**config.mk**
```make
export PLATFORM = sky130hd
export DESIGN_NAME = smts_seq
export DESIGN_NICKNAME = d
export VERILOG_FILES = /design/src/design/assert_macros.svh /design/src/design/smts_pkg.sv /design/src/design/smts_seq.sv
export SDC_FILE = /design/constraint.sdc
export NUM_CORES = 1
export LEC_CHECK = 0
export ABC_CLOCK_PERIOD_IN_PS = 3200
export CELL_PAD_IN_SITES_DETAIL_PLACEMENT = 1
export CELL_PAD_IN_SITES_GLOBAL_PLACEMENT = 2
export CORE_ASPECT_RATIO = 2
export CORE_MARGIN = 8
export CORE_UTILIZATION = 39
export CTS_BUF_LIST = sky130_fd_sc_hd__clkbuf_4
export DETAILED_ROUTE_END_ITERATION = 6
export DONT_BUFFER_PORTS = 1
export HOLD_SLACK_MARGIN = 0.06
export PLACE_DENSITY_LB_ADDON = 0.1
export SLEW_MARGIN = 5
export SYNTH_ARGS = -nofsm -noshare
export SYNTH_HDL_FRONTEND = slang
export SYNTH_SLANG_ARGS = --single-unit
```
**constraint.sdc**
```tcl
create_clock -name clk -period 3.2 [get_ports clk]
set_clock_uncertainty 0.15 [all_clocks]
set_input_delay 0.48 -clock clk [delete_from_list [all_inputs] [get_ports clk]]
set_output_delay 0.48 -clock clk [all_outputs]
set_load 0.01 [all_outputs]
```
**src/design/assert_macros.svh**
```systemverilog
// ----------------------------------------------------------------------------
// Assertion macros
// Concurrent assertion wrappers used by sparse_matrix_triple_store.
// ----------------------------------------------------------------------------
`ifndef ASSERT_MACROS_SVH
`define ASSERT_MACROS_SVH

`ifndef SYNTH

`define ASSERT_IMPLY(label, clk, rst_n, ante, cons) \
  label: assert property (@(posedge clk) disable iff (!rst_n) (ante) |-> (cons)) \
    else $error("implication check failed");

`define ASSERT_NEXT(label, clk, rst_n, ante, cons) \
  label: assert property (@(posedge clk) disable iff (!rst_n) (ante) |=> (cons)) \
    else $error("next-cycle check failed");

`else

`define ASSERT_IMPLY(label, clk, rst_n, ante, cons)

`define ASSERT_NEXT(label, clk, rst_n, ante, cons)

`endif

`endif

```
**src/design/smts_pkg.sv**
```systemverilog
// ----------------------------------------------------------------------------
// smts_pkg
// Types, codes and microcode ROM of the sparse matrix triple store.
// ----------------------------------------------------------------------------
package smts_pkg;

  localparam int REG_W     = 16;
  localparam int CFG_IDX_W = 2;

  localparam logic [CFG_IDX_W-1:0] CFG_ROW_COUNT    = 2'd0;
  localparam logic [CFG_IDX_W-1:0] CFG_COLUMN_COUNT = 2'd1;

  localparam logic CMD_READ   = 1'b0;
  localparam logic CMD_MODIFY = 1'b1;

  typedef enum logic [1:0] {
    ST_OK    = 2'd0,
    ST_RANGE = 2'd1,
    ST_FULL  = 2'd2
  } status_t;

  typedef enum logic [3:0] {
    S_IDLE,
    S_CHECK,
    S_SCAN_RD,
    S_SCAN_CMP,
    S_HIT,
    S_MODIFY,
    S_DEL_RD,
    S_DEL_WR,
    S_ABSENT,
    S_RESP
  } step_t;

  typedef enum logic [3:0] {
    ACT_ACCEPT,
    ACT_CHECK,
    ACT_READ_PTR,
    ACT_SCAN_NEXT,
    ACT_TAKE,
    ACT_OVERWRITE,
    ACT_SHIFT_RD,
    ACT_SHIFT_WR,
    ACT_APPEND,
    ACT_RESPOND
  } act_t;

  typedef enum logic [3:0] {
    C_ALWAYS,
    C_IN_VALID,
    C_RANGE_ERR,
    C_PTR_AT_COUNT,
    C_MATCH,
    C_CMD_READ,
    C_NV_ZERO,
    C_LAST,
    C_OUT_FREE
  } cond_sel_t;

  typedef struct packed {
    logic in_valid;
    logic range_err;
    logic ptr_at_count;
    logic match;
    logic cmd_read;
    logic nv_zero;
    logic last;
    logic out_free;
  } cond_t;

  typedef struct packed {
    act_t      act;
    cond_sel_t cond;
    step_t     jmp_t;
    step_t     jmp_f;
  } ctrl_word_t;

  function automatic ctrl_word_t ucode(input step_t s);
    ctrl_word_t w;
    w = '{act: ACT_ACCEPT, cond: C_IN_VALID, jmp_t: S_CHECK, jmp_f: S_IDLE};
    unique case (s)
      S_IDLE:     w = '{ACT_ACCEPT,    C_IN_VALID,     S_CHECK,    S_IDLE};
      S_CHECK:    w = '{ACT_CHECK,     C_RANGE_ERR,    S_RESP,     S_SCAN_RD};
      S_SCAN_RD:  w = '{ACT_READ_PTR,  C_PTR_AT_COUNT, S_ABSENT,   S_SCAN_CMP};
      S_SCAN_CMP: w = '{ACT_SCAN_NEXT, C_MATCH,        S_HIT,      S_SCAN_RD};
      S_HIT:      w = '{ACT_TAKE,      C_CMD_READ,     S_RESP,     S_MODIFY};
      S_MODIFY:   w = '{ACT_OVERWRITE, C_NV_ZERO,      S_DEL_RD,   S_RESP};
      S_DEL_RD:   w = '{ACT_SHIFT_RD,  C_LAST,         S_RESP,     S_DEL_WR};
      S_DEL_WR:   w = '{ACT_SHIFT_WR,  C_ALWAYS,       S_DEL_RD,   S_DEL_RD};
      S_ABSENT:   w = '{ACT_APPEND,    C_ALWAYS,       S_RESP,     S_RESP};
      S_RESP:     w = '{ACT_RESPOND,   C_OUT_FREE,     S_IDLE,     S_RESP};
      default:    w = '{ACT_ACCEPT,    C_IN_VALID,     S_CHECK,    S_IDLE};
    endcase
    return w;
  endfunction

endpackage

```
**src/design/smts_seq.sv**
```systemverilog
// ----------------------------------------------------------------------------
// smts_seq
// Microcode sequencer: step counter, control ROM and conditional jumps.
// ----------------------------------------------------------------------------
module smts_seq
  import smts_pkg::*;
(
  input  logic       clk,
  input  logic       rst_n,
  input  cond_t      flags,
  output ctrl_word_t ctrl
);

  step_t step_r;
  step_t step_nxt;
  logic  taken;

  always_comb begin
    unique case (ctrl.cond)
      C_ALWAYS:       taken = 1'b1;
      C_IN_VALID:     taken = flags.in_valid;
      C_RANGE_ERR:    taken = flags.range_err;
      C_PTR_AT_COUNT: taken = flags.ptr_at_count;
      C_MATCH:        taken = flags.match;
      C_CMD_READ:     taken = flags.cmd_read;
      C_NV_ZERO:      taken = flags.nv_zero;
      C_LAST:         taken = flags.last;
      C_OUT_FREE:     taken = flags.out_free;
      default:        taken = 1'b1;
    endcase
    step_nxt = taken ? ctrl.jmp_t : ctrl.jmp_f;
  end

  always_comb begin
    ctrl = ucode(step_r);
  end

  always_ff @(posedge clk) begin
    if (!rst_n) begin
      step_r <= S_IDLE;
    end else begin
      step_r <= step_nxt;
    end
  end

endmodule

```
==> summary.txt, run 1 <==
Route
  – Drt initial violations: 18
  – WL final: 2.90 mm
  – Vias per cell: 6.10
  – Residual DRC: 0
  – Post-route ant nets: 0
  – Routed WL per cell: 20.4 um
  – Vias: 866
  – Pre-Repair DR Iteration Count: 4

Min path
  – Hold_sp: rst_n
  – Min-delay worst type: input port to register
  – Worst hold stages: 1
  – Hold EP: ctrl[4]$_DFF_P_

Critical path
  – WP data arrival: slightly below 3 ns
  – Reg-to-reg endpoint: ctrl[8]$_DFF_P_
  – Worst path slowest cell: dfxtp_2
  – Worst path cell trace: mux2_4 > a2bb2oi_2 > and4_4 > mux2i_1 > nor2b_1 > ha_1 > nor2_1 > nand2_1 > and3_2 > o32a_1
  – Startpoint Class: register
  – CP max stage delay: 0.45 ns
  – R2R depth: 10
  – CP Max Fanout: 11
  – Worst path depth: 10
  – RR Startpoint: ctrl[8]$_DFF_P_
  – WP data required: around 3.2 ns
  – Crit path buffers/inverters: 0
  – Critical path capture point type: register
  – Crit Path Class: register to register
  – Register-to-register setup slack: 0.32 ns
  – Delay-heaviest family, CP: simple AND/OR/NAND/NOR gates

Logic synthesis
  – Post-synth top area cell: dfxtp_1
  – Post-synthesis cell count: 113
  – Main flop type after synthesis: dfxtp_1
  – Register area share after synthesis: 30.0%
  – Post-synth top area share: 30.0%
  – Ys async rst share: 0%
  – Syn_nets: 128
  – Post-synth EDFFs: 0
  – Synth top area cells: dfxtp_1, mux2i_1, ha_1, nor2_1, buf_12
  – YS warnings: 0
  – Post-Synthesis Cell Area: 1070 um2
  – Number of synthesized register bits: 16
  – Syn avg cell area: 9.46 um2
  – Unique cell type count in the Yosys netlist: 41

Floorplanning
  – CORE AREA: 2670 um2
  – Row cnt: 27
  – Die area: 4770 um2
  – Die W: 53.0 um
  – Io pins: 26
  – Overall die height: approximately 90 um
  – Initial core utilization: 40.0%

STA
  – Setup-failing EPs final: 0
  – Final Hold Fails: 0
  – Relative slew slack: between 60 and 70%
  – F_max: 0.347 GHz
  – Unrepaired setup endpoints after global routing: false
  – Min cycle time layout: ~2.9 ns
  – Fin crit share: 90.1%
  – Worst-margin pin slew: 0.552 ns
  – Slew Limit Fails: 0
  – Setup TNS: 0 ns
  – Setup WS post-layout: 0.316 ns

Global route
  – GRT Overall Usage: 13.1%
  – Largest net degree at the start of global routing: 16
  – Vias in the first global route: 924
  – Antenna violations before repair: 0
  – First-pass GRT wire length: 4.85 mm
  – Gr ovfl total: 0

Finish
  – Share of layout cells above drive strength 1: 15.9%
  – Non-filler cells in the finished layout: 142
  – # diodes: 0
  – Synthesis-to-layout area growth: 1.17%
  – Final net count: 130
  – Max FFs per register: 16

Run
  – Max_cap viols: 0

Outcome
  – Status: completed

Clock tree
  – H-tree depth: 1
  – CTS tree: done
  – Total CTS buffers: 3
  – Clock sinks: 16
  – Root Buffer: clkbuf_4
  – Clk buf depth: 2
  – Cts-stage hold buffer count: 0
  – Postcts setup bufs: 0
  – CTS clk-pin slew, worst paths: approximately 0.10 ns
  – Skew-Pair Late Insertion Delay: around 0.30 ns

Power and ir drop
  – Peak VDD IR: 0.403 mV
  – Pleak: 0.452 nW
  – Pwr/cell area: about 1200 nW/um2

Placed design
  – Pre-CTS setup slack: between 0.15 and 0.2 ns
  – Dpl cells: approximately 140
  – Detailed Place HPWL: 2.26 mm
  – Port Buffer Count: 0
  – RD Place Congestion: about 0.74
==> worst max path at each step <==
stage                    start               to  slack, ns
2_1_floorplan  ctrl[8]$_DFF_P_  ctrl[8]$_DFF_P_       0.45
3_3_place_gp   ctrl[8]$_DFF_P_  ctrl[8]$_DFF_P_       0.27
3_5_place_dp   ctrl[8]$_DFF_P_  ctrl[8]$_DFF_P_       0.18
4_1_cts        ctrl[8]$_DFF_P_  ctrl[8]$_DFF_P_       0.17
5_1_grt        ctrl[8]$_DFF_P_  ctrl[8]$_DFF_P_       0.14
6_report       ctrl[8]$_DFF_P_  ctrl[8]$_DFF_P_       0.32
==> placed cells by master (no fill, tap or decap), types with 2 or more instances in the layout <==
cell type	synthesis	final
mux2_4	2	2
and2_1	2	2
a211o_1	2	2
ha_1	5	5
clkbuf_4	0	3
and3_1	2	2
dfxtp_1	16	15
nand3b_1	3	3
mux2i_1	8	8
nand2_1	10	10
nor3b_1	2	2
nor2_1	14	14
inv_1	4	4
a211oi_1	5	5
o21ai_0	6	6
nand2b_1	4	4
nor2b_1	2	2
==> routing by layer <==
metal	routed length (um)	vias up	GRT usage (%)
met5	0	-	0
met4	68	0	6.09
met3	108	5	2.64
met2	1670	12	22.1
met1	1050	440	14.5
li1	-	409	-
==> worst reg2reg max path: stages, from the launching register on <==
cell,delay (ns)
dfxtp_2,0.45
mux2_4,0.33
a2bb2oi_2,0.16
and4_4,0.33
mux2i_1,0.35
nor2b_1,0.14
ha_1,0.21
nor2_1,0.12
nand2_1,0.06
and3_2,0.20
o32a_1,0.27
==> cell families after synthesis <==
group | after synthesis | synth area share [%]
DFF | 16 | 30.0
adders and majority gates | 5 | 5.85
xor gates and xnor gates | 1 | 0.820
buffers and inverters | 8 | 6.56
AOI/OAI and AO/OA | 25 | 19.4
and+or+nand+nor | 45 | 22.6
muxes | 13 | 14.8
==> repair_timing <==
action                                  in CTS  in global routing
endpoints found under the setup margin       0                  1
hold endpoints to repair                     0                  0
resized for setup                            0                  1
==> cells in the mapped netlist, types with 2 or more instances <==
master	instances
and3_1	2
nor2_1	14
dfxtp_1	16
o21ai_0	6
a211o_1	2
nand2b_1	4
ha_1	5
buf_12	2
nor2b_1	2
inv_1	4
nor3b_1	2
mux2i_1	8
mux2_4	2
and2_1	2
a211oi_1	5
nand3b_1	3
nand2_1	10
==> metrics by stage <==
step / instance area, um2 / power, mW / hold WS, ns / utilization [%]
floorplan: 1070 / 1.16 / 0.423 / -
global route: 1080 / 1.43 / 0.113 / 40.5
CTS: 1080 / 1.33 / 0.113 / 40.5
global placement: 1060 / 1.19 / 0.435 / 39.6
finish: 1080 / 1.32 / 0.115 / 40.5
detailed placement: 1060 / 1.22 / 0.438 / 39.6
==> final cells by class <==
| class | instances | area (um2) |
|---|---|---|
| fillers | 312 | 1590 |
| multi-input cells | 89 | 678 |
| flip-flops and latches | 16 | 322 |
| inverters | 4 | 15.0 |
| clock buffers | 3 | 22.5 |
| well taps | 29 | 36.3 |
| repair buffers | 1 | 7.51 |
==> where the power goes <==
part           switching, mW  total (mW)  internal [mW]
combinational          0.403       0.774          0.371
sequential             0.153       0.434          0.280
clock                 0.0670       0.111         0.0440
Power figures use the tool's default switching activity.
==> inputs of run 2 (changes only) <==
--- a/config.mk
+++ b/config.mk
@@ -8,3 +8,3 @@
 export ABC_CLOCK_PERIOD_IN_PS = 3200
-export CELL_PAD_IN_SITES_DETAIL_PLACEMENT = 1
+export CELL_PAD_IN_SITES_DETAIL_PLACEMENT = 2
 export CELL_PAD_IN_SITES_GLOBAL_PLACEMENT = 2
==> constraint.sdc (replaced) <==
create_clock -name clk -period 3.2 [get_ports clk]
set_clock_uncertainty 0.15 [all_clocks]
set_input_delay 0.16 -clock clk [delete_from_list [all_inputs] [get_ports clk]]
set_output_delay 0.16 -clock clk [all_outputs]
set_load 0.01 [all_outputs]
==> summary.txt, run 2 (synthesis gave the netlist of run 1 again) <==
Outcome
  – Status: completed (unchanged)

Critical path
  – R2R depth: 10 (unchanged)
  – Crit Path Class: register to register (unchanged)
  – Startpoint Class: register (unchanged)
  – CP Max Fanout: 11 (unchanged)
  – Critical path capture point type: register (unchanged)
  – WP data arrival: 2.91 ns (was 2.92 ns)
  – WP data required: 3.23 ns (was 3.24 ns)

Power and ir drop
  – Pwr Total: 1.34 mW (was 1.32 mW)
  – Pleak: 0.458 nW (was 0.452 nW)
  – Peak VDD IR: 0.432 mV (was 0.403 mV)
  – Pwr/cell area: 1230 nW/um2 (was 1220 nW/um2)

Finish
  – Max FFs per register: 16 (unchanged)
  – Final Cell Area: 1090 um2 (was 1080 um2)
  – # diodes: 0 (unchanged)
  – Share of layout cells above drive strength 1: 15.7% (was 15.9%)
  – Fillers: 307 (was 312)
  – Most frequent cells in the layout: dfxtp_1, nor2_1, nand2_1 (unchanged)
  – Non-filler cells in the finished layout: 144 (was 142)
  – Synthesis-to-layout area growth: 2.46% (was 1.17%)
  – Final net count: 131 (was 130)
  – Leading cell type in the layout, fill and taps excluded: dfxtp_1 (unchanged)
  – Fin util: 41.0% (was 40.5%)

STA
  – Slew Limit Fails: 0 (unchanged)
  – Min cycle time layout: 2.88 ns (about the same)
  – Worst-margin pin slew: 0.539 ns (was 0.552 ns)
  – Final Hold Fails: 0 (unchanged)
  – Setup WS post-layout: 0.317 ns (was 0.316 ns)
  – F_max: 0.347 GHz (about the same)
  – Unrepaired setup endpoints after global routing: false (unchanged)
  – Fin crit share: 90.1% (about the same)
  – Setup TNS: 0 ns (unchanged)
  – Hold slack: 0.0777 ns (was 0.115 ns)
  – Setup-failing EPs final: 0 (unchanged)
  – Relative slew slack: 63.4% (was 62.4%)

Min path
  – Min-delay worst type: input port to register (unchanged)
  – Worst hold stages: 3 (was 1)

Floorplanning
  – Overall die height: 90.0 um (unchanged)
  – Io pins: 26 (unchanged)
  – Die W: 53.0 um (unchanged)
  – Initial core utilization: 40.0% (unchanged)
  – Die area: 4770 um2 (unchanged)
  – Row cnt: 27 (unchanged)
  – CORE AREA: 2670 um2 (unchanged)

Route
  – Routed WL per cell: 22.2 um (was 20.4 um)
  – Vias: 879 (was 866)
  – Residual DRC: 0 (unchanged)
  – Vias per cell: 6.10 (about the same)
  – Pre-Repair DR Iteration Count: 4 (unchanged)
  – Post-route ant nets: 0 (unchanged)
  – Drt initial violations: 11 (was 18)
  – WL final: 3.19 mm (was 2.90 mm)

Global route
  – Largest net degree at the start of global routing: 12 (was 16)
  – Gr ovfl total: 0 (unchanged)
  – GRT Overall Usage: 13.9% (was 13.1%)
  – First-pass GRT wire length: 5.02 mm (was 4.85 mm)
  – Antenna violations before repair: 0 (unchanged)
  – Vias in the first global route: 933 (was 924)

Clock tree
  – CTS clk-pin slew, worst paths: 0.09 ns (was 0.10 ns)
  – Root Buffer: clkbuf_4 (unchanged)
  – Clk buf depth: 2 (unchanged)
  – CTS tree: done (unchanged)
  – Clock sinks: 16 (unchanged)
  – Skew-Pair Late Insertion Delay: 0.30 ns (about the same)
  – Total CTS buffers: 3 (unchanged)
  – H-tree depth: 1 (unchanged)
  – Postcts setup bufs: 0 (unchanged)

Placed design
  – Port Buffer Count: 0 (unchanged)
  – Dpl cells: 139 (unchanged)
  – RD Place Congestion: 0.735 (unchanged)
  – Pre-CTS setup slack: 0.171 ns (was 0.181 ns)
  – DP Area: 1060 um2 (unchanged)
  – Detailed Place HPWL: 2.41 mm (was 2.26 mm)

Run
  – Max_cap viols: 0 (unchanged)
run 2: path summary, 6_finish.rpt:
path,end,slack [ns],from
min,ctrl[6]$_SDFF_PP0_,0.08,rst_n
max reg2reg,ctrl[8]$_DFF_P_,0.32,ctrl[8]$_DFF_P_
max,ctrl[8]$_DFF_P_,0.32,ctrl[8]$_DFF_P_
min reg2reg,ctrl[1]$_SDFF_PP0_,0.57,ctrl[1]$_SDFF_PP0_
run 2: power breakdown:
part	total (mW)	switching [mW]	internal (mW)
registers	0.435	0.155	0.280
logic	0.794	0.421	0.373
clock network	0.114	0.0682	0.0455
total	1.34	0.644	0.698
run 2: critical path, stage by stage, from the launching register on:
cell and delay, ns:
dfxtp_2 0.45, mux2_4 0.33, a2bb2oi_2 0.15, and4_4 0.33, mux2i_1 0.33, nor2b_1 0.14, ha_1 0.21, nor2_1 0.12
nand2_1 0.06, and3_2 0.21, o32a_1 0.29
run 2: per-layer routing:
layer | global-route usage [%] | vias up | routed length, um
met1 | 15.6 | 443 | 1320
li1 | - | 413 | -
met3 | 2.97 | 7 | 128
met2 | 22.9 | 16 | 1660
met5 | 0 | - | 0
met4 | 6.74 | 0 | 83
run 2: area by class of cell:
class	instances	area, um2	area share [%]
Clock buffer	3	22.5	2.06
Tap cell	29	36.3	3.31
Timing Repair Buffer	2	17.5	1.60
Inverter	4	15.0	1.37
Sequential cell	16	322	29.4
Clock inverter	1	3.75	0.343
Multi-Input combinational cell	89	678	61.9
run 2: repair_timing:
action	CTS	global route
hold endpoints to repair	5	0
gates resized for setup	0	1
setup endpoints to repair	0	1
hold buffers	1	0
